File: config.mk
export PLATFORM = sky130hd
export DESIGN_NAME = blend_ratio_easer_flat
export DESIGN_NICKNAME = d
export VERILOG_FILES = /design/src/hdl/bre_pkg.sv /design/src/hdl/bre_cmd_if.sv /design/src/hdl/bre_res_if.sv /design/src/hdl/bre_mul_serial.sv /design/src/hdl/bre_div_serial.sv /design/src/hdl/blend_ratio_easer.sv /design/src/flat_wrapper.sv
export SDC_FILE = /design/constraint.sdc
export NUM_CORES = 1
export LEC_CHECK = 0
export BUFFER_PORTS_ARGS = -buffer_cell sky130_fd_sc_hd__buf_2
export CAP_MARGIN = 15
export CORE_UTILIZATION = 46
export CTS_BUF_LIST = sky130_fd_sc_hd__clkbuf_4
export DETAILED_ROUTE_END_ITERATION = 12
export MAX_ROUTING_LAYER = met4
export PLACE_DENSITY = 0.63
export SETUP_SLACK_MARGIN = 0.3
export SYNTH_ARGS = -nofsm -noshare
export SYNTH_HDL_FRONTEND = slang
export SYNTH_SLANG_ARGS = --single-unit
export TNS_END_PERCENT = 20
File: constraint.sdc
create_clock -name clk -period 3.4 [get_ports clk]
set_clock_uncertainty 0.05 [all_clocks]
set_input_delay 1.02 -clock clk [delete_from_list [all_inputs] [get_ports clk]]
set_output_delay 1.02 -clock clk [all_outputs]
set_load 0.05 [all_outputs]
File: src/hdl/bre_pkg.sv
`timescale 1ns / 1ps
// bre_pkg: shared types and constants of the blend ratio easer
// no dependencies; imported by bre_cmd_if and all modules of the block
package bre_pkg;

    localparam int OP_W  = 2;
    localparam int DUR_W = 16;

    typedef logic [OP_W-1:0]  op_t;
    typedef logic [DUR_W-1:0] dur_t;

    localparam op_t OP_TICK   = 2'd0;
    localparam op_t OP_START  = 2'd1;
    localparam op_t OP_REMOVE = 2'd2;
    localparam op_t OP_MARK   = 2'd3;

    // status of a serial arithmetic unit as seen by the sequencer
    typedef struct packed {
        logic busy;
        logic done;
    } unit_stat_t;

endpackage

File: src/hdl/bre_cmd_if.sv
`timescale 1ns / 1ps
// bre_cmd_if: command channel of the blend ratio easer (op and duration)
// depends on bre_pkg
interface bre_cmd_if;
    import bre_pkg::*;

    logic valid;
    logic ready;
    op_t  op;
    dur_t duration;

    modport source (output valid, output op, output duration, input ready);
    modport sink   (input valid, input op, input duration, output ready);

endinterface

File: src/hdl/bre_res_if.sv
`timescale 1ns / 1ps
// bre_res_if: result channel of the blend ratio easer (ratios and flags)
// depends on nothing; width follows FRAC_BITS
interface bre_res_if #(
    parameter int FRAC_BITS = 16
);
    logic               valid;
    logic               ready;
    logic [FRAC_BITS:0] scale_from;
    logic [FRAC_BITS:0] scale_to;
    logic               finished;
    logic               active;
    logic               blending;

    modport source (output valid, output scale_from, output scale_to, output finished,
                    output active, output blending, input ready);
    modport sink   (input valid, input scale_from, input scale_to, input finished,
                    input active, input blending, output ready);

endinterface

File: src/hdl/bre_mul_serial.sv
`timescale 1ns / 1ps
// bre_mul_serial: bit-serial shift-add multiplier giving floor(a * b / 2^FRAC_BITS)
// depends on bre_pkg (unit_stat_t)
module bre_mul_serial #(
    parameter int FRAC_BITS = 16
) (
    input  logic                    clk,
    input  logic                    rst_n,
    input  logic                    start,
    input  logic [FRAC_BITS:0]      a,
    input  logic [FRAC_BITS-1:0]    b,
    output logic [FRAC_BITS:0]      p,
    output bre_pkg::unit_stat_t     stat
);
    import bre_pkg::*;

    localparam int CW = $clog2(FRAC_BITS + 1);

    logic                 busy_reg, busy_next;
    logic                 done_reg, done_next;
    logic [CW-1:0]        cnt_reg, cnt_next;
    logic [FRAC_BITS:0]   mcand_reg, mcand_next;
    logic [FRAC_BITS-1:0] mplier_reg, mplier_next;
    logic [FRAC_BITS:0]   hi_reg, hi_next;
    logic [FRAC_BITS+1:0] acc_sum;

    // high part of the product, one multiplier bit a cycle, low bits dropped
    always_comb
    begin
        busy_next   = busy_reg;
        done_next   = 1'b0;
        cnt_next    = cnt_reg;
        mcand_next  = mcand_reg;
        mplier_next = mplier_reg;
        hi_next     = hi_reg;
        acc_sum     = {1'b0, hi_reg} + (mplier_reg[0] ? {1'b0, mcand_reg} : '0);
        if (start)
        begin
            busy_next   = 1'b1;
            cnt_next    = '0;
            mcand_next  = a;
            mplier_next = b;
            hi_next     = '0;
        end
        else if (busy_reg)
        begin
            hi_next     = acc_sum[FRAC_BITS+1:1];
            mplier_next = mplier_reg >> 1;
            cnt_next    = cnt_reg + CW'(1);
            if (cnt_reg == CW'(FRAC_BITS - 1))
            begin
                busy_next = 1'b0;
                done_next = 1'b1;
            end
        end
    end

    always_ff @(posedge clk or negedge rst_n)
    begin
        if (!rst_n)
        begin
            busy_reg <= 1'b0;
            done_reg <= 1'b0;
            cnt_reg  <= '0;
        end
        else
        begin
            busy_reg <= busy_next;
            done_reg <= done_next;
            cnt_reg  <= cnt_next;
        end
    end

    always_ff @(posedge clk)
    begin
        mcand_reg  <= mcand_next;
        mplier_reg <= mplier_next;
        hi_reg     <= hi_next;
    end

    assign p         = hi_reg;
    assign stat.busy = busy_reg;
    assign stat.done = done_reg;

endmodule

File: src/hdl/bre_div_serial.sv
`timescale 1ns / 1ps
// bre_div_serial: restoring divider, one quotient bit a cycle, q = floor(a * 2^FRAC_BITS / b)
// depends on bre_pkg (unit_stat_t); needs a <= b and b nonzero
module bre_div_serial #(
    parameter int FRAC_BITS = 16,
    parameter int DIV_W     = 18
) (
    input  logic                    clk,
    input  logic                    rst_n,
    input  logic                    start,
    input  logic [DIV_W-1:0]        a,
    input  logic [DIV_W-1:0]        b,
    output logic [FRAC_BITS:0]      q,
    output bre_pkg::unit_stat_t     stat
);
    import bre_pkg::*;

    localparam int CW = $clog2(FRAC_BITS + 1);

    logic                 busy_reg, busy_next;
    logic                 done_reg, done_next;
    logic [CW-1:0]        cnt_reg, cnt_next;
    logic [DIV_W:0]       rem_reg, rem_next;
    logic [DIV_W-1:0]     dvs_reg, dvs_next;
    logic [FRAC_BITS:0]   quo_reg, quo_next;
    logic                 ge;
    logic [DIV_W:0]       rem_sub;

    always_comb
    begin
        busy_next = busy_reg;
        done_next = 1'b0;
        cnt_next  = cnt_reg;
        rem_next  = rem_reg;
        dvs_next  = dvs_reg;
        quo_next  = quo_reg;
        ge        = rem_reg >= {1'b0, dvs_reg};
        // remainder stays below the divisor, so the shifted value fits
        rem_sub   = ge ? (rem_reg - {1'b0, dvs_reg}) : rem_reg;
        if (start)
        begin
            busy_next = 1'b1;
            cnt_next  = '0;
            rem_next  = {1'b0, a};
            dvs_next  = b;
            quo_next  = '0;
        end
        else if (busy_reg)
        begin
            rem_next = {rem_sub[DIV_W-1:0], 1'b0};
            quo_next = {quo_reg[FRAC_BITS-1:0], ge};
            cnt_next = cnt_reg + CW'(1);
            if (cnt_reg == CW'(FRAC_BITS))
            begin
                busy_next = 1'b0;
                done_next = 1'b1;
            end
        end
    end

    always_ff @(posedge clk or negedge rst_n)
    begin
        if (!rst_n)
        begin
            busy_reg <= 1'b0;
            done_reg <= 1'b0;
            cnt_reg  <= '0;
        end
        else
        begin
            busy_reg <= busy_next;
            done_reg <= done_next;
            cnt_reg  <= cnt_next;
        end
    end

    always_ff @(posedge clk)
    begin
        rem_reg <= rem_next;
        dvs_reg <= dvs_next;
        quo_reg <= quo_next;
    end

    assign q         = quo_reg;
    assign stat.busy = busy_reg;
    assign stat.done = done_reg;

endmodule

File: src/hdl/blend_ratio_easer.sv
`timescale 1ns / 1ps
// blend_ratio_easer: crossfade ratio generator, unsigned fixed point with FRAC_BITS fraction bits
// work before res.valid: a tick that continues a blend runs two serial multiplies and three
//   serial divides, a start with a nonzero duration one serial divide, other commands none
// throughput: one word at a time, set by the shared serial units
// a finished word waits in the output register while the next command is taken
// reset: weight 0, phase and to ratio one, from ratio and step 0, flags clear
// depends on bre_pkg, bre_cmd_if, bre_res_if, bre_mul_serial, bre_div_serial
module blend_ratio_easer #(
    parameter int FRAC_BITS = 16
) (
    input  logic      clk,
    input  logic      rst_n,
    bre_cmd_if.sink   cmd,
    bre_res_if.source res
);
    import bre_pkg::*;

    localparam int RW    = FRAC_BITS + 1;
    localparam int DIV_W = (FRAC_BITS + 2 > DUR_W) ? FRAC_BITS + 2 : DUR_W;
    localparam logic [RW-1:0] ONE = {1'b1, {FRAC_BITS{1'b0}}};

    localparam logic [3:0] S_IDLE = 4'd0;
    localparam logic [3:0] S_STEP = 4'd1;
    localparam logic [3:0] S_MUL1 = 4'd2;
    localparam logic [3:0] S_MUL2 = 4'd3;
    localparam logic [3:0] S_DIVD = 4'd4;
    localparam logic [3:0] S_PREP = 4'd5;
    localparam logic [3:0] S_DIVF = 4'd6;
    localparam logic [3:0] S_DIVT = 4'd7;
    localparam logic [3:0] S_DONE = 4'd8;

    logic [3:0]    state_reg, state_next;
    logic [RW-1:0] weight_reg, weight_next;
    logic [RW-1:0] phase_reg, phase_next;
    logic [RW-1:0] step_reg, step_next;
    logic [RW-1:0] from_reg, from_next;
    logic [RW-1:0] to_reg, to_next;
    logic          active_reg, active_next;
    logic          blending_reg, blending_next;
    logic [RW-1:0] wn_reg, wn_next;
    logic [RW-1:0] d_reg, d_next;
    logic [RW-1:0] s_reg, s_next;
    logic          res_valid_reg, res_valid_next;
    logic [RW-1:0] out_from_reg;
    logic [RW-1:0] out_to_reg;
    logic          out_fin_reg;
    logic          out_act_reg;
    logic          out_blend_reg;

    logic                 load_out;
    logic [RW:0]          psum;
    logic [RW:0]          ds_sum;
    logic [RW-1:0]        wn_calc;

    logic                 mul_start;
    logic [RW-1:0]        mul_a;
    logic [FRAC_BITS-1:0] mul_b;
    logic [RW-1:0]        mul_p;
    unit_stat_t           mul_stat;

    logic                 div_start;
    logic [DIV_W-1:0]     div_a;
    logic [DIV_W-1:0]     div_b;
    logic [RW-1:0]        div_q;
    unit_stat_t           div_stat;

    bre_mul_serial #(
        .FRAC_BITS (FRAC_BITS)
    ) u_mul (
        .clk   (clk),
        .rst_n (rst_n),
        .start (mul_start),
        .a     (mul_a),
        .b     (mul_b),
        .p     (mul_p),
        .stat  (mul_stat)
    );

    bre_div_serial #(
        .FRAC_BITS (FRAC_BITS),
        .DIV_W     (DIV_W)
    ) u_div (
        .clk   (clk),
        .rst_n (rst_n),
        .start (div_start),
        .a     (div_a),
        .b     (div_b),
        .q     (div_q),
        .stat  (div_stat)
    );

    assign cmd.ready = (state_reg == S_IDLE);

    always_comb
    begin
        state_next    = state_reg;
        weight_next   = weight_reg;
        phase_next    = phase_reg;
        step_next     = step_reg;
        from_next     = from_reg;
        to_next       = to_reg;
        active_next   = active_reg;
        blending_next = blending_reg;
        wn_next       = wn_reg;
        d_next        = d_reg;
        s_next        = s_reg;
        mul_start     = 1'b0;
        mul_a         = '0;
        mul_b         = '0;
        div_start     = 1'b0;
        div_a         = '0;
        div_b         = '0;
        load_out      = 1'b0;
        psum          = {1'b0, phase_reg} + {1'b0, step_reg};
        ds_sum        = {1'b0, d_reg} + {1'b0, s_reg};
        wn_calc       = weight_reg - mul_p;

        unique case (state_reg)
            S_IDLE:
            begin
                if (cmd.valid)
                begin
                    state_next = S_DONE;
                    unique case (cmd.op)
                        OP_TICK:
                        begin
                            if (weight_reg != '0)
                            begin
                                if (psum[RW:FRAC_BITS] != '0)
                                begin
                                    // phase reached one: blend over
                                    weight_next = '0;
                                    phase_next  = ONE;
                                    from_next   = '0;
                                    to_next     = ONE;
                                end
                                else
                                begin
                                    phase_next    = psum[RW-1:0];
                                    blending_next = 1'b1;
                                    mul_start     = 1'b1;
                                    mul_a         = weight_reg;
                                    mul_b         = psum[FRAC_BITS-1:0];
                                    state_next    = S_MUL1;
                                end
                            end
                        end
                        OP_START:
                        begin
                            if (cmd.duration == '0)
                            begin
                                weight_next = '0;
                                phase_next  = ONE;
                                from_next   = '0;
                                to_next     = ONE;
                            end
                            else
                            begin
                                weight_next   = ONE;
                                phase_next    = '0;
                                from_next     = ONE;
                                to_next       = '0;
                                blending_next = 1'b1;
                                div_start     = 1'b1;
                                div_a         = DIV_W'(1);
                                div_b         = DIV_W'(cmd.duration);
                                state_next    = S_STEP;
                            end
                        end
                        OP_REMOVE:
                        begin
                            active_next = 1'b0;
                            weight_next = '0;
                            phase_next  = ONE;
                            from_next   = '0;
                            to_next     = ONE;
                        end
                        OP_MARK:
                        begin
                            active_next   = 1'b1;
                            blending_next = 1'b0;
                        end
                        default:
                        begin
                            state_next = S_DONE;
                        end
                    endcase
                end
            end
            S_STEP:
            begin
                if (div_stat.done)
                begin
                    // a step of zero would never end the blend
                    step_next  = (div_q == '0) ? RW'(1) : div_q;
                    state_next = S_DONE;
                end
            end
            S_MUL1:
            begin
                if (mul_stat.done)
                begin
                    mul_start  = 1'b1;
                    mul_a      = mul_p;
                    mul_b      = phase_reg[FRAC_BITS-1:0];
                    state_next = S_MUL2;
                end
            end
            S_MUL2:
            begin
                if (mul_stat.done)
                begin
                    wn_next    = wn_calc;
                    div_start  = 1'b1;
                    div_a      = DIV_W'(wn_calc);
                    div_b      = DIV_W'(weight_reg);
                    state_next = S_DIVD;
                end
            end
            S_DIVD:
            begin
                if (div_stat.done)
                begin
                    d_next      = div_q;
                    s_next      = ONE - wn_reg;
                    weight_next = wn_reg;
                    state_next  = S_PREP;
                end
            end
            S_PREP:
            begin
                div_start  = 1'b1;
                div_a      = DIV_W'(d_reg);
                div_b      = DIV_W'(ds_sum);
                state_next = S_DIVF;
            end
            S_DIVF:
            begin
                if (div_stat.done)
                begin
                    from_next  = div_q;
                    div_start  = 1'b1;
                    div_a      = DIV_W'(s_reg);
                    div_b      = DIV_W'(ds_sum);
                    state_next = S_DIVT;
                end
            end
            S_DIVT:
            begin
                if (div_stat.done)
                begin
                    to_next    = div_q;
                    state_next = S_DONE;
                end
            end
            S_DONE:
            begin
                // hand the word over once the output register is free
                if (!res_valid_reg || res.ready)
                begin
                    load_out   = 1'b1;
                    state_next = S_IDLE;
                end
            end
            default:
            begin
                state_next = S_IDLE;
            end
        endcase

        if (load_out)
            res_valid_next = 1'b1;
        else if (res.ready)
            res_valid_next = 1'b0;
        else
            res_valid_next = res_valid_reg;
    end

    always_ff @(posedge clk or negedge rst_n)
    begin
        if (!rst_n)
        begin
            state_reg     <= S_IDLE;
            weight_reg    <= '0;
            phase_reg     <= ONE;
            step_reg      <= '0;
            from_reg      <= '0;
            to_reg        <= ONE;
            active_reg    <= 1'b0;
            blending_reg  <= 1'b0;
            res_valid_reg <= 1'b0;
        end
        else
        begin
            state_reg     <= state_next;
            weight_reg    <= weight_next;
            phase_reg     <= phase_next;
            step_reg      <= step_next;
            from_reg      <= from_next;
            to_reg        <= to_next;
            active_reg    <= active_next;
            blending_reg  <= blending_next;
            res_valid_reg <= res_valid_next;
        end
    end

    always_ff @(posedge clk)
    begin
        wn_reg <= wn_next;
        d_reg  <= d_next;
        s_reg  <= s_next;
        if (load_out)
        begin
            out_from_reg  <= from_reg;
            out_to_reg    <= to_reg;
            out_fin_reg   <= (weight_reg == '0);
            out_act_reg   <= active_reg;
            out_blend_reg <= blending_reg;
        end
    end

    assign res.valid      = res_valid_reg;
    assign res.scale_from = out_from_reg;
    assign res.scale_to   = out_to_reg;
    assign res.finished   = out_fin_reg;
    assign res.active     = out_act_reg;
    assign res.blending   = out_blend_reg;

`ifndef SYNTHESIS
    // floored ratios never add up to more than one
    assert property (@(posedge clk) disable iff (!rst_n)
        res.valid |-> (({1'b0, res.scale_from} + {1'b0, res.scale_to}) <= {1'b0, ONE}))
    else $error("ratio sum above one");

    // an ended blend always shows the incoming pose in full
    assert property (@(posedge clk) disable iff (!rst_n)
        (res.valid && res.finished) |-> (res.scale_from == '0 && res.scale_to == ONE))
    else $error("finished word with partial ratios");

    // the multiplier and the divider are never busy together
    assert property (@(posedge clk) disable iff (!rst_n)
        !(mul_stat.busy && div_stat.busy))
    else $error("arithmetic units overlap");

    // a running blend keeps its phase below one between words
    assert property (@(posedge clk) disable iff (!rst_n)
        (state_reg == S_IDLE && weight_reg != '0) |-> (phase_reg < ONE))
    else $error("phase at or above one while blending");
`endif

endmodule

File: src/flat_wrapper.sv
// flat-port wrapper written by rule: the top's interface ports become plain ports
module blend_ratio_easer_flat import bre_pkg::*;
#(
    parameter int FRAC_BITS = 16
)
  (clk, rst_n, cmd_valid, cmd_op, cmd_duration, cmd_ready, res_valid, res_scale_from, res_scale_to, res_finished, res_active, res_blending, res_ready);
  bre_cmd_if cmd_i ();
  bre_res_if #(.FRAC_BITS(FRAC_BITS)) res_i ();
  input  logic clk;
  input  logic rst_n;
  input wire logic [$bits(cmd_i.valid)-1:0] cmd_valid;
  input wire logic [$bits(cmd_i.op)-1:0] cmd_op;
  input wire logic [$bits(cmd_i.duration)-1:0] cmd_duration;
  output wire logic [$bits(cmd_i.ready)-1:0] cmd_ready;
  output wire logic [$bits(res_i.valid)-1:0] res_valid;
  output wire logic [$bits(res_i.scale_from)-1:0] res_scale_from;
  output wire logic [$bits(res_i.scale_to)-1:0] res_scale_to;
  output wire logic [$bits(res_i.finished)-1:0] res_finished;
  output wire logic [$bits(res_i.active)-1:0] res_active;
  output wire logic [$bits(res_i.blending)-1:0] res_blending;
  input wire logic [$bits(res_i.ready)-1:0] res_ready;
  assign cmd_i.valid = cmd_valid;
  assign cmd_i.op = cmd_op;
  assign cmd_i.duration = cmd_duration;
  assign cmd_ready = cmd_i.ready;
  assign res_valid = res_i.valid;
  assign res_scale_from = res_i.scale_from;
  assign res_scale_to = res_i.scale_to;
  assign res_finished = res_i.finished;
  assign res_active = res_i.active;
  assign res_blending = res_i.blending;
  assign res_i.ready = res_ready;
  blend_ratio_easer #(.FRAC_BITS(FRAC_BITS)) u_core (.clk(clk), .rst_n(rst_n), .cmd(cmd_i), .res(res_i));
endmodule
# Yosys cells after proc, flatten, opt, wreduce, memory -nomap -nowiden
# Cells that the tools add are included.
# totals
regBits	298
latch_bits	0
ramBits	0
romBits	0
out_inout_bits	39
mem_count	0
# op_classes
n_addsub	8
n_mul	0
div_mod_pow	0
order_cmp	1
n_eq_ne	27
shift	0
mux	100
n_bitwise	0
n_reduce_logical	29
# op_table
op	n
17-bit 2-to-1 mux	24
17-bit one-hot mux with 3 select lines	4
18-bit 2-to-1 mux	8
18-bit one-hot mux with 4 select lines	2
17-bit one-hot mux with 2 select lines	4
16-bit 2-to-1 mux	8
4-bit 2-to-1 mux	10
17-bit by 17-bit adder with 18-bit output	2
17-bit zero test	2
16-bit one-hot mux with 2 select lines	1
4-bit one-hot mux with 8 select lines	1
1-bit 2-to-1 mux	29
5-bit 2-to-1 mux	4
19-bit by 18-bit greater-or-equal comparator with 1-bit output	1
17-bit by 18-bit adder with 18-bit output	1
6-bit AND reduction	3
18-bit subtractor	1
17-bit nonzero test	1
17-bit subtractor	1
17-bit subtractor, first input constant	1
4-bit by 3-bit equality test with 1-bit output, second input constant	4
16-bit zero test	1
2-bit inequality test, second input constant	8
2-bit nonzero test	8
26 further kinds	36

# Longest topological paths before layout
# logic_depth
word_depth	8
ltp_mapped	15
depth_no_buf	13

# By module
# Synthesis repeated with hierarchy kept, for this count alone.
# hier_totals
hier_cells	1619
area_unflattened_um2	16876.2
# by_module_without_submodules
module	instances	cells_each	area_per_inst_um2
blend_ratio_easer	1	978	10094.7
bre_div_serial	1	369	3756.1
bre_mul_serial	1	272	3025.4

# Worst setup path after synthesis
# Ideal clock, no wire load.
# synth_timing
path_type	reg2reg
startpoint	reg u_core.state_reg[2]
endpoint	reg u_core.u_div.dvs_reg[0] (enable)
setup_time_ps	389
arrival_ps	3744
slack_ps	-783
stages_incl_launch_ff	8
path_buffers	2
synth_period_minus_slack_ps	4183
path_cell_list	dfrtp_1 > buf_2 > nor4_1 > nand2_1 > nor2_1 > nor3_1 > inv_2 > buf_1
# synth_between
elab_chain_len	2
# synth_rtl
item	line	text
start: declaration	blend_ratio_easer.sv:33	logic [3:0] state_reg, state_next;
start signal: assignment	blend_ratio_easer.sv:296	state_reg <= state_next;
4-bit zero test	n/a	
via cmd_ready	flat_wrapper.sv:14	output wire logic [$bits(cmd_i.ready)-1:0] cmd_ready;
1-bit one-hot mux with 4 select lines	blend_ratio_easer.sv:119	unique case (state_reg)
via u_core.div_start	blend_ratio_easer.sv:62	logic div_start;
end signal: assignment	bre_div_serial.sv:80	dvs_reg <= dvs_next;
end: declaration	bre_div_serial.sv:24	logic [DIV_W-1:0] dvs_reg, dvs_next;
# The timed path passes the listed nets, and every way through them passes these cells.
# A chain may end at the register's enable or synchronous reset.

# Worst setup path in the final report
# layout_timing
startpoint	reg u_core.phase_reg[0]
endpoint	reg u_core.u_mul.mcand_reg[9] (enable)
# layout_between
elab_chain_len	7
# layout_rtl
item	line	text
start: declaration	blend_ratio_easer.sv:35	logic [RW-1:0] phase_reg, phase_next;
start signal: assignment	blend_ratio_easer.sv:298	phase_reg <= phase_next;
17-bit by 17-bit adder with 18-bit output	blend_ratio_easer.sv:115	psum = {1'b0, phase_reg} + {1'b0, step_reg};
2-bit nonzero test	blend_ratio_easer.sv:130	if (psum[RW:FRAC_BITS] != '0)
1-bit 2-to-1 mux	blend_ratio_easer.sv:130	
1-bit 2-to-1 mux	blend_ratio_easer.sv:128	if (weight_reg != '0)
1-bit 2-to-1 mux	blend_ratio_easer.sv:125	unique case (cmd.op)
1-bit 2-to-1 mux	blend_ratio_easer.sv:122	if (cmd.valid)
1-bit one-hot mux with 2 select lines	blend_ratio_easer.sv:119	
end signal: assignment	bre_mul_serial.sv:76	mcand_reg <= mcand_next;
end: declaration	bre_mul_serial.sv:22	logic [FRAC_BITS:0] mcand_reg, mcand_next;
# Every way passes these cells.

==> qor.yml <==
antenna_found_initial: 2
setup_ws_ns: 0.1488
cts_hold_buf: 0
synth_top_area_frac: 0.2887
clkTransAtPathRegs_ns: 0.07
rr_worst_depth: 15
synthArstFlopShare: 0.3557
initial_utilization: 0.4704
io_buffers: 60
power_leakage_nw: 8.572
cts_tree: "done"
cts_root_buffer: "clkbuf_4"
drc: 0
period_needed_ns: 3.251
drv_cap: 0
dr.pass1.iters: 5
fin_util: 0.5564
synth_edf_count: 157
place_worst_setup_slack_ns: -0.1653
die_w_um: 190.4
gp_congestion: 0.9093
syn_area_sq_mm: 0.01633
required_ns: 3.81
die_area_sq_mm: 0.03626
largest_reg_flops: 19
die_y_um: 190.4
hold_class: "input pin to asynchronous set/reset pin"
drt_iter0_drc: 994
grt_pass1_vias: 12680
critical_path_arrival_ns: 3.66
clock_latency_ns: 0.75
grt_overflow: 0
synth_cells: 1568
rows: 68
synth.distinct_cells: 79
antenna_left: 0
slew_headroom: 0.2353
synth_area_leader_cell: "edfxtp_1"
status: "finished clean"
htree_levels: 3
grt_pass1_wl_mm: 69.64
cts_buffers: 81
track_usage: 0.2551
final_cells: 2270
syn_avg_cell_area_sq_um: 10.41
yosys_warnings: 0
synth_area_leaders: "edfxtp_1, dfrtp_1, ha_1"
post_route_cells_drive_above_1_share: 0.2096
endpoint_kind: "flop"
syn_nets: 1688
power_density_mw_per_mm2: 886.7
grt_max_degree: 91
viasPerCell: 5.781
hold_ws_ns: 0.09387
routed_wl_mm: 44.78
synth_ff_type: "edfxtp_1"
yosysSeqAreaShare: 0.4942
report.final.slew_viol_count: 0
irDropWorstVdd_mv: 0.4406
dp.cells: 2098
place_area_sq_mm: 0.01767
tightest_slew_ns: 1.144
wire_per_inst_um: 19.73
fin_area_sq_mm: 0.01932
worstSetupPathType: "flop to flop"
dp_hpwl_mm: 30.89
coreArea_sq_mm: 0.03471
finalHoldViolCount: 0
pin_count: 61
clockBufferDepth: 3
yosys_register_bits: 298
cp_max_fo: 6
cp-start-kind: "flop"
cts_sinks: 298
timing.fmax_mhz: 307.6
setup_viol: 0
final_nets: 1865
vias: 13120
setup_tns_ns: 0
total_power_mw: 17.13
fin_crit_sh: 0.9562
rsz0062_at_grt: "yes"
areaGrowthSynthToFinish_pct: 18.29
what timing repair did:
action	CTS	global route
gates resized for setup	30	32
endpoints found under the setup margin	150	146
buffers inserted	5	7
gates cloned	3	4
pin swaps	19	16
per-layer routing:
layer  GRT usage  vias up  share of wire  routed length (um)
met1      0.3476     6394           0.46               20600
met4     0.09631        0          0.030                1365
met3     0.04914       90          0.065                2891
li1            -     6215              -                   -
met2      0.3759      425           0.44               19920
met5           -        -              0                   0
placed cells by master (no fill, tap or decap), types with 6 or more instances in the layout:
cell      netlist  layout
nor2_1        162     157
edfxtp_1      157     157
clkbuf_4        0     130
nand2_1       118     114
dfrtp_1       104     104
ha_1           93      91
a21oi_1        91      83
buf_4           0      81
inv_1          82      79
buf_2          12      59
o21ai_0        58      56
mux2i_1        53      53
nor3_1         53      51
xnor2_1        47      46
dfxtp_1        35      35
xor2_1         32      32
nor2b_1        25      24
and2_1         23      23
o31ai_1        23      22
nand3_1        21      21
a21o_1         22      21
and3_1         22      21
a221o_1        19      19
mux2_2         18      18
nor4_1         18      16
a22o_1         16      16
a211oi_1       19      16
o21a_1         15      15
a222oi_1       15      15
nand2b_1       13      13
a22oi_1        13      13
clkinv_1        1      13
nand4_1        12      12
a31oi_1        14      11
a21boi_0        9       9
buf_12          0       9
a21oi_2         0       8
or3_1           6       6
layout make-up:
cell class,instances,area (sq um)
clock inverters,21,130.1
diodes,2,5.005
repair buffers,160,1297
flip-flops and latches,298,8070
clock buffers,130,975.9
well taps,455,569.3
inverters,84,320.3
multi-input cells,1120,7948
fillers,3102,15400
final timing paths:
path,from,to,slack [ns]
max,u_core.phase_reg[0],u_core.u_mul.mcand_reg[9],0.15
max reg2reg,u_core.phase_reg[0],u_core.u_mul.mcand_reg[9],0.15
min in group clk,u_core.to_reg[15],u_core.res.scale_to[15],0.39
max in group asynchronous,rst_n,u_core.weight_reg[8],2.37
min reg2reg,u_core.to_reg[15],u_core.res.scale_to[15],0.39
min,rst_n,u_core.to_reg[5],0.09
critical path, stage by stage, from the launching register on:
cell       delay [ns]
dfrtp_1          0.38
ha_2             0.20
inv_2            0.06
fa_2             0.23
nor2b_4          0.05
o31ai_4          0.22
a21oi_2          0.09
o311a_1          0.38
o2111ai_2        0.21
a21o_1           0.18
buf_6            0.11
nand2_4          0.05
a21oi_4          0.26
clkinv_4         0.20
buf_12           0.17
buf_16           0.12
cells in the mapped netlist, types with 12 or more instances:
master	n
nor2_1	162
edfxtp_1	157
nand2_1	118
dfrtp_1	104
ha_1	93
a21oi_1	91
inv_1	82
o21ai_0	58
mux2i_1	53
nor3_1	53
clkbuf_1	52
xnor2_1	47
dfxtp_1	35
xor2_1	32
nor2b_1	25
and2_1	23
o31ai_1	23
a21o_1	22
and3_1	22
nand3_1	21
a211oi_1	19
a221o_1	19
mux2_2	18
nor4_1	18
a22o_1	16
a222oi_1	15
o21a_1	15
a31oi_1	14
a22oi_1	13
nand2b_1	13
buf_2	12
nand4_1	12
cell families (layout without fill, tap and decap cells):
group | Yosys count | count (layout) | share of synthesized area
simple gates | 498 | 499 | 0.1450
compound gates | 373 | 373 | 0.1600
flops | 298 | 298 | 0.4942
buf+inv | 151 | 395 | 0.03609
fa+ha+maj | 98 | 98 | 0.07739
xor+xnor | 79 | 79 | 0.04237
mux | 71 | 71 | 0.04490
other cells | 0 | 2 | 0
report_power, final:
part           internal [mW]  switching (mW)  leakage (nW)
clock network           1.82            1.60         0.658
registers               5.07           0.984          3.21
logic                   3.27            4.38          4.71
total                   10.2            6.97          8.57
(Power assumes the default switching activity.)
